## config.mk

```make
export PLATFORM = sky130hd
export DESIGN_NAME = foveation_mesh_row_generator_core
export DESIGN_NICKNAME = d
export VERILOG_FILES = /design/src/hdl/fmrg_pkg.sv /design/src/hdl/fmrg_div.sv /design/src/hdl/fmrg_dp.sv /design/src/hdl/fmrg_ctrl.sv /design/src/hdl/foveation_mesh_row_generator_core.sv
export SDC_FILE = /design/constraint.sdc
export NUM_CORES = 2
export LEC_CHECK = 0
export ABC_AREA = 1
export BUFFER_PORTS_ARGS = -buffer_cell sky130_fd_sc_hd__buf_2
export CAP_MARGIN = 20
export CORE_MARGIN = 5
export CORE_UTILIZATION = 59
export CTS_CLUSTER_DIAMETER = 30
export CTS_CLUSTER_SIZE = 24
export DETAILED_ROUTE_END_ITERATION = 6
export PLACE_DENSITY = 0.76
export SYNTH_ARGS = -nofsm -noshare
export SYNTH_HDL_FRONTEND = slang
export SYNTH_HIERARCHICAL = 1
export SYNTH_SLANG_ARGS = --single-unit
```

## constraint.sdc

```tcl
create_clock -name clk -period 8.93 [get_ports clk]
set_input_delay 0.4465 -clock clk [delete_from_list [all_inputs] [get_ports clk]]
set_output_delay 0.4465 -clock clk [all_outputs]
set_load 0.02 [all_outputs]
```

## src/hdl/fmrg_pkg.sv

```systemverilog
`default_nettype none

package fmrg_pkg;

  // Bin storage: four 16-bit bins in each 64-bit register, eight slots in all.
  localparam int MAX_BINS_DEF = 8;
  localparam int SLOTS        = 8;
  localparam int SLOTS_PER_W  = 4;
  localparam int BIN_W        = 16;
  localparam int CNT_W        = 4;
  localparam int CFG_W        = 64;
  localparam int CFG_IDX_W    = 3;
  localparam int SRC_W        = 16;

  // Arithmetic widths: ratio <= 5, eight bins of 16 bits -> total < 2^22.
  localparam int RAT_W   = 3;
  localparam int PROD_W  = BIN_W + RAT_W;
  localparam int TOT_W   = 22;
  localparam int NUM_W   = TOT_W + 2;
  localparam int Q_FRAC  = 16;
  localparam int QB      = Q_FRAC + 1;
  localparam int DIV_CNT_W = 5;
  localparam int POS_W   = 18;
  localparam int TEX_W   = 19;
  localparam int QUAD_N  = 4;
  localparam int QUAD_W  = 2;

  localparam logic signed [POS_W-1:0] POS_ONE = POS_W'(65536);

  typedef enum logic [CFG_IDX_W-1:0] {
    CFG_X_LO  = 3'd0,
    CFG_X_HI  = 3'd1,
    CFG_Y_LO  = 3'd2,
    CFG_Y_HI  = 3'd3,
    CFG_X_CNT = 3'd4,
    CFG_Y_CNT = 3'd5,
    CFG_SRC_W = 3'd6,
    CFG_SRC_H = 3'd7
  } cfg_reg_t;

  typedef enum logic [3:0] {
    ST_IDLE,
    ST_QUAD,
    ST_SUM,
    ST_YSTART,
    ST_DIV_TOP,
    ST_DIV_BOT,
    ST_XSTART,
    ST_DIV_X,
    ST_EMIT_TOP,
    ST_EMIT_BOT,
    ST_EMIT_END
  } state_t;

  typedef enum logic [1:0] {
    DSEL_TOP,
    DSEL_BOT,
    DSEL_X
  } div_sel_t;

  typedef enum logic [2:0] {
    EMIT_NONE,
    EMIT_QUAD,
    EMIT_TOP,
    EMIT_BOT,
    EMIT_END
  } emit_t;

  typedef struct packed {
    logic     init;
    logic     sum_step;
    logic     div_start;
    div_sel_t div_sel;
    logic     cap_top;
    logic     cap_bot;
    logic     x_advance;
    logic     quad_step;
    emit_t    emit;
  } cmd_t;

  typedef struct packed {
    logic trivial;
    logic row_oob;
    logic sum_last;
    logic quad_last;
    logic x_last;
    logic div_done;
  } stat_t;

  // Expansion ratio of bin i out of n: |(n-1)/2 - i| + 1.
  function automatic logic [RAT_W-1:0] ratio(input logic [CNT_W-1:0] n,
                                             input logic [CNT_W-1:0] i);
    logic [CNT_W-1:0] mid;
    logic [CNT_W-1:0] d;
    mid = (n == '0) ? '0 : ((n - CNT_W'(1)) >> 1);
    d   = (mid >= i) ? (mid - i) : (i - mid);
    return RAT_W'(d + CNT_W'(1));
  endfunction

endpackage

`default_nettype wire

```

## src/hdl/fmrg_div.sv

```systemverilog
`default_nettype none

// Restoring divider, one quotient bit per cycle: sign(num) * (|num| << 16) / max(1,den).
module fmrg_div (
  input  logic                                clk,
  input  logic                                rst_n,
  input  logic                                start,
  input  logic signed [fmrg_pkg::NUM_W-1:0]   num,
  input  logic        [fmrg_pkg::TOT_W-1:0]   den,
  output logic                                done,
  output logic signed [fmrg_pkg::POS_W-1:0]   res
);

  logic                              busy_r;
  logic                              done_r;
  logic [fmrg_pkg::DIV_CNT_W-1:0]    cnt_r;
  logic [fmrg_pkg::TOT_W:0]          rem_r;
  logic [fmrg_pkg::TOT_W-1:0]        den_r;
  logic [fmrg_pkg::QB-1:0]           q_r;
  logic                              neg_r;

  logic [fmrg_pkg::NUM_W-1:0]        mag;
  logic                              ge;
  logic [fmrg_pkg::TOT_W:0]          rem_sub;

  assign mag     = num[fmrg_pkg::NUM_W-1] ? (-num) : num;
  assign ge      = rem_r >= {1'b0, den_r};
  assign rem_sub = ge ? (rem_r - {1'b0, den_r}) : rem_r;

  always_ff @(posedge clk) begin
    if (!rst_n) begin
      busy_r <= 1'b0;
      done_r <= 1'b0;
      cnt_r  <= '0;
    end else if (start) begin
      busy_r <= 1'b1;
      done_r <= 1'b0;
      cnt_r  <= fmrg_pkg::DIV_CNT_W'(fmrg_pkg::QB);
    end else if (busy_r) begin
      cnt_r <= cnt_r - fmrg_pkg::DIV_CNT_W'(1);
      if (cnt_r == fmrg_pkg::DIV_CNT_W'(1)) begin
        busy_r <= 1'b0;
        done_r <= 1'b1;
      end else begin
        done_r <= 1'b0;
      end
    end else begin
      done_r <= 1'b0;
    end
  end

  always_ff @(posedge clk) begin
    if (start) begin
      neg_r <= num[fmrg_pkg::NUM_W-1];
      rem_r <= {1'b0, mag[fmrg_pkg::TOT_W-1:0]};
      den_r <= (den == '0) ? fmrg_pkg::TOT_W'(1) : den;
      q_r   <= '0;
    end else if (busy_r) begin
      rem_r <= {rem_sub[fmrg_pkg::TOT_W-1:0], 1'b0};
      q_r   <= {q_r[fmrg_pkg::QB-2:0], ge};
    end
  end

  assign done = done_r;
  assign res  = neg_r ? (-fmrg_pkg::POS_W'(q_r)) : fmrg_pkg::POS_W'(q_r);

endmodule

`default_nettype wire

```

## src/hdl/fmrg_dp.sv

```systemverilog
`default_nettype none

module fmrg_dp #(
  parameter int MAX_BINS = fmrg_pkg::MAX_BINS_DEF
) (
  input  logic                                  clk,
  input  logic                                  rst_n,
  input  logic                                  cfg_we,
  input  logic [fmrg_pkg::CFG_IDX_W-1:0]        cfg_index,
  input  logic [fmrg_pkg::CFG_W-1:0]            cfg_wdata,
  input  logic [2:0]                            in_row,
  input  fmrg_pkg::cmd_t                        cmd,
  output fmrg_pkg::stat_t                       stat,
  output logic                                  out_valid,
  output logic signed [fmrg_pkg::POS_W-1:0]     out_pos_x,
  output logic signed [fmrg_pkg::POS_W-1:0]     out_pos_y,
  output logic [fmrg_pkg::TEX_W-1:0]            out_tex_u,
  output logic [fmrg_pkg::TEX_W-1:0]            out_tex_v,
  output logic                                  out_last_vertex
);

  localparam int IDX_W = (MAX_BINS > 1) ? $clog2(MAX_BINS) : 1;
  localparam int XJ_W  = $clog2(MAX_BINS + 1);

  // Configuration registers
  logic [fmrg_pkg::CFG_W-1:0] x_lo_r, x_hi_r, y_lo_r, y_hi_r;
  logic [fmrg_pkg::CNT_W-1:0] x_cnt_r, y_cnt_r;
  logic [fmrg_pkg::SRC_W-1:0] src_w_r, src_h_r;

  always_ff @(posedge clk) begin
    if (!rst_n) begin
      x_lo_r  <= '0;
      x_hi_r  <= '0;
      y_lo_r  <= '0;
      y_hi_r  <= '0;
      x_cnt_r <= '0;
      y_cnt_r <= '0;
      src_w_r <= '0;
      src_h_r <= '0;
    end else if (cfg_we) begin
      unique case (cfg_index)
        fmrg_pkg::CFG_X_LO:  x_lo_r  <= cfg_wdata;
        fmrg_pkg::CFG_X_HI:  x_hi_r  <= cfg_wdata;
        fmrg_pkg::CFG_Y_LO:  y_lo_r  <= cfg_wdata;
        fmrg_pkg::CFG_Y_HI:  y_hi_r  <= cfg_wdata;
        fmrg_pkg::CFG_X_CNT: x_cnt_r <= cfg_wdata[fmrg_pkg::CNT_W-1:0];
        fmrg_pkg::CFG_Y_CNT: y_cnt_r <= cfg_wdata[fmrg_pkg::CNT_W-1:0];
        fmrg_pkg::CFG_SRC_W: src_w_r <= cfg_wdata[fmrg_pkg::SRC_W-1:0];
        fmrg_pkg::CFG_SRC_H: src_h_r <= cfg_wdata[fmrg_pkg::SRC_W-1:0];
        default: ;
      endcase
    end
  end

  // Unpack bins and clamp counts
  logic [fmrg_pkg::BIN_W-1:0] xbin [MAX_BINS];
  logic [fmrg_pkg::BIN_W-1:0] ybin [MAX_BINS];

  always_comb begin
    for (int i = 0; i < MAX_BINS; i++) begin
      if (i < fmrg_pkg::SLOTS_PER_W) begin
        xbin[i] = x_lo_r[fmrg_pkg::BIN_W*(i % fmrg_pkg::SLOTS_PER_W) +: fmrg_pkg::BIN_W];
        ybin[i] = y_lo_r[fmrg_pkg::BIN_W*(i % fmrg_pkg::SLOTS_PER_W) +: fmrg_pkg::BIN_W];
      end else begin
        xbin[i] = x_hi_r[fmrg_pkg::BIN_W*(i % fmrg_pkg::SLOTS_PER_W) +: fmrg_pkg::BIN_W];
        ybin[i] = y_hi_r[fmrg_pkg::BIN_W*(i % fmrg_pkg::SLOTS_PER_W) +: fmrg_pkg::BIN_W];
      end
    end
  end

  logic [fmrg_pkg::CNT_W-1:0] nx, ny;
  assign nx = (x_cnt_r > fmrg_pkg::CNT_W'(MAX_BINS)) ? fmrg_pkg::CNT_W'(MAX_BINS) : x_cnt_r;
  assign ny = (y_cnt_r > fmrg_pkg::CNT_W'(MAX_BINS)) ? fmrg_pkg::CNT_W'(MAX_BINS) : y_cnt_r;

  // Sequencing counters and row accumulators
  logic [IDX_W-1:0]            idx_r;
  logic [XJ_W-1:0]             xj_r;
  logic [fmrg_pkg::QUAD_W-1:0] quad_r;
  logic [2:0]                  row_r;
  logic [fmrg_pkg::TOT_W-1:0]  tot_x_r, tot_y_r, acc_x_r, acc_y_r;
  logic [fmrg_pkg::PROD_W-1:0] ry_bin_r;
  logic [fmrg_pkg::BIN_W-1:0]  bin_y_r;
  logic [fmrg_pkg::TEX_W-1:0]  in_x_r, in_y_r;
  logic signed [fmrg_pkg::POS_W-1:0] top_r, bot_r;

  logic [IDX_W-1:0]            x_idx;
  logic [fmrg_pkg::PROD_W-1:0] prod_x, prod_y;
  logic [fmrg_pkg::CNT_W-1:0]  idx_ext, row_ext;

  assign x_idx   = cmd.sum_step ? idx_r : xj_r[IDX_W-1:0];
  assign idx_ext = fmrg_pkg::CNT_W'(idx_r);
  assign row_ext = fmrg_pkg::CNT_W'(row_r);
  assign prod_x  = fmrg_pkg::PROD_W'(fmrg_pkg::ratio(nx, fmrg_pkg::CNT_W'(x_idx)))
                 * fmrg_pkg::PROD_W'(xbin[x_idx]);
  assign prod_y  = fmrg_pkg::PROD_W'(fmrg_pkg::ratio(ny, idx_ext))
                 * fmrg_pkg::PROD_W'(ybin[idx_r]);

  always_ff @(posedge clk) begin
    if (!rst_n) begin
      idx_r  <= '0;
      xj_r   <= '0;
      quad_r <= '0;
      row_r  <= '0;
    end else if (cmd.init) begin
      idx_r  <= '0;
      xj_r   <= '0;
      quad_r <= '0;
      row_r  <= in_row;
    end else begin
      if (cmd.sum_step)  idx_r  <= idx_r + IDX_W'(1);
      if (cmd.x_advance) xj_r   <= xj_r + XJ_W'(1);
      if (cmd.quad_step) quad_r <= quad_r + fmrg_pkg::QUAD_W'(1);
    end
  end

  always_ff @(posedge clk) begin
    if (cmd.init) begin
      tot_x_r <= '0;
      tot_y_r <= '0;
      acc_x_r <= '0;
      acc_y_r <= '0;
      in_x_r  <= '0;
      in_y_r  <= '0;
    end else begin
      if (cmd.sum_step) begin
        if (idx_ext < nx) tot_x_r <= tot_x_r + fmrg_pkg::TOT_W'(prod_x);
        if (idx_ext < ny) tot_y_r <= tot_y_r + fmrg_pkg::TOT_W'(prod_y);
        if (idx_ext < row_ext) begin
          acc_y_r <= acc_y_r + fmrg_pkg::TOT_W'(prod_y);
          in_y_r  <= in_y_r + fmrg_pkg::TEX_W'(ybin[idx_r]);
        end
      end
      if (cmd.x_advance) begin
        acc_x_r <= acc_x_r + fmrg_pkg::TOT_W'(prod_x);
        in_x_r  <= in_x_r + fmrg_pkg::TEX_W'(xbin[x_idx]);
      end
    end
  end

  always_ff @(posedge clk) begin
    if (cmd.sum_step && (idx_ext == row_ext)) begin
      ry_bin_r <= prod_y;
      bin_y_r  <= ybin[idx_r];
    end
  end

  // Shared divider
  logic [fmrg_pkg::TOT_W-1:0]        acc_bot;
  logic signed [fmrg_pkg::NUM_W-1:0] num_top, num_bot, num_x, div_num;
  logic [fmrg_pkg::TOT_W-1:0]        div_den;
  logic                              div_done;
  logic signed [fmrg_pkg::POS_W-1:0] div_res;

  assign acc_bot = acc_y_r + fmrg_pkg::TOT_W'(ry_bin_r);
  assign num_top = $signed({2'b00, tot_y_r}) - $signed({1'b0, acc_y_r, 1'b0});
  assign num_bot = $signed({2'b00, tot_y_r}) - $signed({1'b0, acc_bot, 1'b0});
  assign num_x   = $signed({1'b0, acc_x_r, 1'b0}) - $signed({2'b00, tot_x_r});

  always_comb begin
    unique case (cmd.div_sel)
      fmrg_pkg::DSEL_TOP: begin
        div_num = num_top;
        div_den = tot_y_r;
      end
      fmrg_pkg::DSEL_BOT: begin
        div_num = num_bot;
        div_den = tot_y_r;
      end
      fmrg_pkg::DSEL_X: begin
        div_num = num_x;
        div_den = tot_x_r;
      end
      default: begin
        div_num = num_x;
        div_den = tot_x_r;
      end
    endcase
  end

  fmrg_div u_div (
    .clk   (clk),
    .rst_n (rst_n),
    .start (cmd.div_start),
    .num   (div_num),
    .den   (div_den),
    .done  (div_done),
    .res   (div_res)
  );

  always_ff @(posedge clk) begin
    if (cmd.cap_top) top_r <= div_res;
    if (cmd.cap_bot) bot_r <= div_res;
  end

  // Status back to the controller
  assign stat.trivial   = (nx <= fmrg_pkg::CNT_W'(1)) && (ny <= fmrg_pkg::CNT_W'(1));
  assign stat.row_oob   = fmrg_pkg::CNT_W'(in_row) >= ny;
  assign stat.sum_last  = idx_r == IDX_W'(MAX_BINS - 1);
  assign stat.quad_last = quad_r == fmrg_pkg::QUAD_W'(fmrg_pkg::QUAD_N - 1);
  assign stat.x_last    = fmrg_pkg::CNT_W'(xj_r) == nx;
  assign stat.div_done  = div_done;

  // Output register
  logic                              out_valid_r;
  logic signed [fmrg_pkg::POS_W-1:0] pos_x_r, pos_x_nxt, pos_y_r, pos_y_nxt;
  logic [fmrg_pkg::TEX_W-1:0]        tex_u_r, tex_u_nxt, tex_v_r, tex_v_nxt;
  logic                              last_r, last_nxt;
  logic [fmrg_pkg::TEX_W-1:0]        v_bot;

  assign v_bot = in_y_r + fmrg_pkg::TEX_W'(bin_y_r);

  always_comb begin
    pos_x_nxt = pos_x_r;
    pos_y_nxt = pos_y_r;
    tex_u_nxt = tex_u_r;
    tex_v_nxt = tex_v_r;
    last_nxt  = last_r;
    unique case (cmd.emit)
      fmrg_pkg::EMIT_QUAD: begin
        pos_x_nxt = quad_r[0] ? fmrg_pkg::POS_ONE : -fmrg_pkg::POS_ONE;
        pos_y_nxt = quad_r[1] ? fmrg_pkg::POS_ONE : -fmrg_pkg::POS_ONE;
        tex_u_nxt = quad_r[0] ? fmrg_pkg::TEX_W'(src_w_r) : '0;
        tex_v_nxt = quad_r[1] ? '0 : fmrg_pkg::TEX_W'(src_h_r);
        last_nxt  = stat.quad_last;
      end
      fmrg_pkg::EMIT_TOP: begin
        pos_x_nxt = div_res;
        pos_y_nxt = top_r;
        tex_u_nxt = in_x_r;
        tex_v_nxt = in_y_r;
        last_nxt  = 1'b0;
      end
      fmrg_pkg::EMIT_BOT: begin
        pos_x_nxt = div_res;
        pos_y_nxt = bot_r;
        tex_u_nxt = in_x_r;
        tex_v_nxt = v_bot;
        last_nxt  = 1'b0;
      end
      fmrg_pkg::EMIT_END: begin
        pos_x_nxt = div_res;
        pos_y_nxt = bot_r;
        tex_u_nxt = in_x_r;
        tex_v_nxt = v_bot;
        last_nxt  = 1'b1;
      end
      default: ;
    endcase
  end

  always_ff @(posedge clk) begin
    if (!rst_n) begin
      out_valid_r <= 1'b0;
    end else begin
      out_valid_r <= cmd.emit != fmrg_pkg::EMIT_NONE;
    end
  end

  always_ff @(posedge clk) begin
    pos_x_r <= pos_x_nxt;
    pos_y_r <= pos_y_nxt;
    tex_u_r <= tex_u_nxt;
    tex_v_r <= tex_v_nxt;
    last_r  <= last_nxt;
  end

  assign out_valid       = out_valid_r;
  assign out_pos_x       = pos_x_r;
  assign out_pos_y       = pos_y_r;
  assign out_tex_u       = tex_u_r;
  assign out_tex_v       = tex_v_r;
  assign out_last_vertex = last_r;

endmodule

`default_nettype wire

```

## src/hdl/fmrg_ctrl.sv

```systemverilog
`default_nettype none

module fmrg_ctrl (
  input  logic              clk,
  input  logic              rst_n,
  input  logic              start,
  input  fmrg_pkg::stat_t   stat,
  output fmrg_pkg::cmd_t    cmd,
  output logic              busy
);

  fmrg_pkg::state_t state_r, state_nxt;

  always_ff @(posedge clk) begin
    if (!rst_n) begin
      state_r <= fmrg_pkg::ST_IDLE;
    end else begin
      state_r <= state_nxt;
    end
  end

  always_comb begin
    state_nxt = state_r;
    unique case (state_r)
      fmrg_pkg::ST_IDLE: begin
        if (start) begin
          priority if (stat.trivial) state_nxt = fmrg_pkg::ST_QUAD;
          else if (stat.row_oob)     state_nxt = fmrg_pkg::ST_IDLE;
          else                       state_nxt = fmrg_pkg::ST_SUM;
        end
      end
      fmrg_pkg::ST_QUAD:
        if (stat.quad_last) state_nxt = fmrg_pkg::ST_IDLE;
      fmrg_pkg::ST_SUM:
        if (stat.sum_last) state_nxt = fmrg_pkg::ST_YSTART;
      fmrg_pkg::ST_YSTART:
        state_nxt = fmrg_pkg::ST_DIV_TOP;
      fmrg_pkg::ST_DIV_TOP:
        if (stat.div_done) state_nxt = fmrg_pkg::ST_DIV_BOT;
      fmrg_pkg::ST_DIV_BOT:
        if (stat.div_done) state_nxt = fmrg_pkg::ST_XSTART;
      fmrg_pkg::ST_XSTART:
        state_nxt = fmrg_pkg::ST_DIV_X;
      fmrg_pkg::ST_DIV_X:
        if (stat.div_done) state_nxt = fmrg_pkg::ST_EMIT_TOP;
      fmrg_pkg::ST_EMIT_TOP:
        state_nxt = fmrg_pkg::ST_EMIT_BOT;
      fmrg_pkg::ST_EMIT_BOT:
        state_nxt = stat.x_last ? fmrg_pkg::ST_EMIT_END : fmrg_pkg::ST_XSTART;
      fmrg_pkg::ST_EMIT_END:
        state_nxt = fmrg_pkg::ST_IDLE;
      default:
        state_nxt = fmrg_pkg::ST_IDLE;
    endcase
  end

  always_comb begin
    cmd.init      = 1'b0;
    cmd.sum_step  = 1'b0;
    cmd.div_start = 1'b0;
    cmd.div_sel   = fmrg_pkg::DSEL_X;
    cmd.cap_top   = 1'b0;
    cmd.cap_bot   = 1'b0;
    cmd.x_advance = 1'b0;
    cmd.quad_step = 1'b0;
    cmd.emit      = fmrg_pkg::EMIT_NONE;
    busy          = 1'b1;
    unique case (state_r)
      fmrg_pkg::ST_IDLE: begin
        busy     = 1'b0;
        cmd.init = start;
      end
      fmrg_pkg::ST_QUAD: begin
        cmd.emit      = fmrg_pkg::EMIT_QUAD;
        cmd.quad_step = 1'b1;
      end
      fmrg_pkg::ST_SUM: begin
        cmd.sum_step  = 1'b1;
      end
      fmrg_pkg::ST_YSTART: begin
        cmd.div_start = 1'b1;
        cmd.div_sel   = fmrg_pkg::DSEL_TOP;
      end
      fmrg_pkg::ST_DIV_TOP: begin
        cmd.cap_top   = stat.div_done;
        cmd.div_start = stat.div_done;
        cmd.div_sel   = fmrg_pkg::DSEL_BOT;
      end
      fmrg_pkg::ST_DIV_BOT: begin
        cmd.cap_bot = stat.div_done;
      end
      fmrg_pkg::ST_XSTART: begin
        cmd.div_start = 1'b1;
        cmd.div_sel   = fmrg_pkg::DSEL_X;
      end
      fmrg_pkg::ST_DIV_X: ;
      fmrg_pkg::ST_EMIT_TOP: begin
        cmd.emit = fmrg_pkg::EMIT_TOP;
      end
      fmrg_pkg::ST_EMIT_BOT: begin
        cmd.emit      = fmrg_pkg::EMIT_BOT;
        cmd.x_advance = !stat.x_last;
      end
      fmrg_pkg::ST_EMIT_END: begin
        cmd.emit = fmrg_pkg::EMIT_END;
      end
      default: ;
    endcase
  end

endmodule

`default_nettype wire

```

## src/hdl/foveation_mesh_row_generator_core.sv

```systemverilog
`default_nettype none

// Channel   Ports                                           Beat taken when
// -------   ---------------------------------------------   -------------------------
// command   start, busy, in_row                             start && !busy
// vertex    out_valid, out_pos_x/y, out_tex_u/v,            out_valid (one cycle,
//           out_last_vertex                                 no backpressure)
// config    cfg_we, cfg_index, cfg_wdata                    cfg_we
//
// Sequence: a trivial mesh (both bin counts <= 1) sends its four quad vertices. A regular
// row sums all MAX_BINS bin slots, runs the divisions for the row's top and bottom y,
// then for each of nx+1 x columns launches a division and sends two vertex beats, and
// ends with the doubled end vertex. All divisions share one bit-serial divider. The last
// beat comes in the same cycle as busy falls. A row at or past the y bin count is
// accepted and, unless the mesh is trivial, produces nothing. Reset is synchronous,
// active low, and clears all configuration to zero. The vertex receiver cannot stall;
// each beat is shown for exactly one cycle.
module foveation_mesh_row_generator_core #(
  parameter int MAX_BINS = fmrg_pkg::MAX_BINS_DEF
) (
  input  logic                                  clk,
  input  logic                                  rst_n,
  input  logic                                  start,
  output logic                                  busy,
  input  logic [2:0]                            in_row,
  output logic                                  out_valid,
  output logic signed [fmrg_pkg::POS_W-1:0]     out_pos_x,
  output logic signed [fmrg_pkg::POS_W-1:0]     out_pos_y,
  output logic [fmrg_pkg::TEX_W-1:0]            out_tex_u,
  output logic [fmrg_pkg::TEX_W-1:0]            out_tex_v,
  output logic                                  out_last_vertex,
  input  logic                                  cfg_we,
  input  logic [fmrg_pkg::CFG_IDX_W-1:0]        cfg_index,
  input  logic [fmrg_pkg::CFG_W-1:0]            cfg_wdata
);

  fmrg_pkg::cmd_t  cmd;
  fmrg_pkg::stat_t stat;

  // Controller: walks sum -> y divisions -> per-column division and vertex beats, or emits the quad.
  fmrg_ctrl u_ctrl (
    .clk   (clk),
    .rst_n (rst_n),
    .start (start),
    .stat  (stat),
    .cmd   (cmd),
    .busy  (busy)
  );

  // Datapath: config registers, accumulators, shared divider, vertex register.
  fmrg_dp #(
    .MAX_BINS (MAX_BINS)
  ) u_dp (
    .clk             (clk),
    .rst_n           (rst_n),
    .cfg_we          (cfg_we),
    .cfg_index       (cfg_index),
    .cfg_wdata       (cfg_wdata),
    .in_row          (in_row),
    .cmd             (cmd),
    .stat            (stat),
    .out_valid       (out_valid),
    .out_pos_x       (out_pos_x),
    .out_pos_y       (out_pos_y),
    .out_tex_u       (out_tex_u),
    .out_tex_v       (out_tex_v),
    .out_last_vertex (out_last_vertex)
  );

`ifndef NO_ASSERTIONS
  // Any beat that is not the last of its command arrives while the block is busy.
  a_mid_beat_busy: assert property (@(posedge clk) disable iff (!rst_n)
    (out_valid && !out_last_vertex) |-> busy)
    else $error("non-final vertex beat while idle");

  // Busy rises only because a command was taken.
  a_busy_cause: assert property (@(posedge clk) disable iff (!rst_n)
    $rose(busy) |-> $past(start))
    else $error("busy rose without a command");

  // A freshly launched division never reports completion on the next cycle.
  a_div_latency: assert property (@(posedge clk) disable iff (!rst_n)
    cmd.div_start |=> !stat.div_done)
    else $error("divider finished too early");
`endif

endmodule

`default_nettype wire

```

==> results.ini <==
[status]
status = finished, final reports clean

[min_path]
hp-class = in2reg
holdPathEnd = u_dp/y_hi_r[43]$_SDFFE_PN0P_
hp-start = cfg_wdata[43]
worstHoldPathCells = 3

[sta]
rsz0062_at_grt = no
setup_viol = 0
fin_skew_ns = 0.0716
worst_pin_slew_ns = 1.19
slew-limit-headroom_pct = 20.4
finalSetupTns_ns = 0
clock.fmax_mhz = 134
final.min_clock_period_ns = 7.46
maxSlewViolCount = 0
finalHoldViolCount = 0
min_period_over_period_pct = 83.5

[pwr]
p_leak_nw = 23.9
power.density_mw_per_mm2 = 387
peakVddDrop_uv = 271
power_mw = 19.3

[worst_setup_path]
cp.required_ns = 9.49
rrSetupSlack_ns = 1.47
arrival_ns = 8.02
slowest_delay_ns = 0.44
critPathLaunchType = register
worstSetupPathType = reg2reg
crit_family = adder cells
rr_endpoint = u_dp/tot_x_r[21]$_SDFFE_PP0P_
critPathMaxFanout = 41
critPathCaptureType = register
crit_slowest_cell = buf_4
crit-reg2reg-launch = u_ctrl/state_r[3]$_SDFFE_PN0P_
cp_num_buf_inv = 8
reg2reg_depth = 37

[synth]
ys_warn_count = 6
syn_inst = 6249
synth_area_per_cell_um2 = 6.91
syn_area_mm2 = 0.0432

[detailed_routing]
first_pass_iters = 6
final_antenna_net_count = 0
drc = 0
wire_per_inst_um = 18.8
routed_wirelength_um = 140000
viasPerCell = 5.77
via_count = 42900
drt_iter0_markers = 4268

[global_routing]
grt_pass1_wl_um = 216000
grt_use_total_pct = 34.3
grt_pass1_vias = 40400
overflow = 0
antenna_found_initial = 2
grt_max_degree = 125

[clocking]
root_buffer = clkbuf_16
cts-buffers-inserted = 148
clk_latency_ns = 0.74
cts_sinks = 655
cts_buffer_depth = 3
cts_resized = 0
cts_tree = yes
htreeDepth = 4
clkTransAtPathRegs_ns = 0.05

[layout]
final.fill_count = 6259
final_nets = 6737
drive_gt1_share_pct = 8.49
syn2layout_area_growth_pct = 15.5

[floorplan]
die_w_um = 281
die_y_um = 281
rows = 99
ios = 151
core_area_mm2 = 0.0728
die_area_mm2 = 0.0787
start_util_pct = 59.3

[place]
routabilityCongestion = 0.996
place_hpwl_um = 100000
io_buffers = 150

[flow_run]
maxCapViolations = 0

-- sequential cells by signal, indices dropped and copies added (netlist names), 17 cells and up --
signal,count
u_dp/tot_x_r,22
u_dp/bot_r,18
u_dp/in_x_r,19
u_dp/y_hi_r,64
u_dp/top_r,18
u_dp/out_pos_y,18
u_dp/y_lo_r,64
u_dp/in_y_r,19
u_dp/acc_x_r,22
u_dp/x_lo_r,64
u_dp/acc_y_r,22
u_dp/ry_bin_r,19
u_dp/out_tex_v,19
u_dp/out_tex_u,19
u_dp/out_pos_x,18
u_dp/tot_y_r,22
u_dp/x_hi_r,64
u_dp/u_div/den_r,22
u_dp/u_div/rem_r,23
u_dp/u_div/q_r,17
-- cell type report --
| class | count | area [µm²] | share of cell area, % |
|---|---|---|---|
| Antenna cell | 1 | 2.50 | 0.00501 |
| Tap cell | 959 | 1200 | 2.40 |
| Sequential cell | 655 | 15000 | 30.1 |
| Clock buffer | 183 | 3970 | 7.95 |
| Timing Repair Buffer | 195 | 1140 | 2.29 |
| Multi-Input combinational cell | 4665 | 24700 | 49.4 |
| Clock inverter | 93 | 1370 | 2.73 |
| Inverter | 678 | 2540 | 5.10 |
-- worst register-to-register path, delay by kind of cell, from the launching register on --
kind,cells,cell delay (ns)
simple gates,13,1.68
fa+ha+maj,6,1.72
buf+inv,8,1.58
flops,1,0.39
mux,1,0.14
xor+xnor,3,0.86
compound gates,6,0.96
-- cells in the final DEF, fill, tap and decap left out, drive strengths merged, types with 45 or more instances in the layout --
master / n
a21oi: 398
buf: 193
clkbuf: 183
clkinv: 55
dfxtp: 464
edfxtp: 191
fa: 45
ha: 275
inv: 680
nand2: 1215
nand3: 338
nand3b: 45
nand4: 59
nor2: 1132
nor3: 46
o21ai: 744
xnor2: 47
xor2: 80
-- how the worst max path moves through the flow --
stage,slack [ns],cells past startpoint,endpoint,startpoint
finish,1.47,37,u_dp/tot_x_r[21]$_SDFFE_PP0P_,u_ctrl/state_r[3]$_SDFFE_PN0P_
floorplan,2.74,38,u_dp/tot_x_r[21]$_SDFFE_PP0P_,u_ctrl/state_r[3]$_SDFFE_PN0P_
global route,0.84,37,u_dp/tot_x_r[21]$_SDFFE_PP0P_,u_ctrl/state_r[3]$_SDFFE_PN0P_
CTS,1.52,37,u_dp/tot_x_r[21]$_SDFFE_PP0P_,u_ctrl/state_r[3]$_SDFFE_PN0P_
detailed placement,1.62,37,u_dp/tot_x_r[21]$_SDFFE_PP0P_,u_ctrl/state_r[3]$_SDFFE_PN0P_
global placement,1.81,37,u_dp/tot_x_r[21]$_SDFFE_PP0P_,u_ctrl/state_r[3]$_SDFFE_PN0P_
-- routing by layer --
metal  up-vias  GRT usage (%)  part of all wire [%]
met5         -              0                     0
met4         0           17.0                   5.4
met3       370           5.86                   7.4
met2      1778           55.8                    45
met1     19900           44.2                    42
li1      20800              -                     -
-- power by group --
group          switching, mW  internal, mW
logic                   6.64          2.93
clock network           1.87          3.81
registers              0.362          3.74
-- per-stage QoR --
stage | hold slack [ns] | instance area (µm²) | instances | worst slack [ns] | util (%)
floorplan | 0.433 | 43200 | 6250 | 2.74 | -
global placement | 0.458 | 44500 | 7146 | 1.81 | 61.1
detailed placement | 0.469 | 44500 | 7147 | 1.62 | 61.1
CTS | 0.00380 | 49800 | 7424 | 1.52 | 68.4
global route | 0.0296 | 49900 | 7429 | 0.839 | 68.5
finish | 0.0397 | 49900 | 7429 | 1.47 | 68.5
-- what timing repair did --
action,CTS,global route
endpoints found under the setup margin,0,0
setup buffers,0,0
hold endpoints to repair,1,1
hold buffers,1,1
No activity file was read; power rests on OpenSTA's default activity.
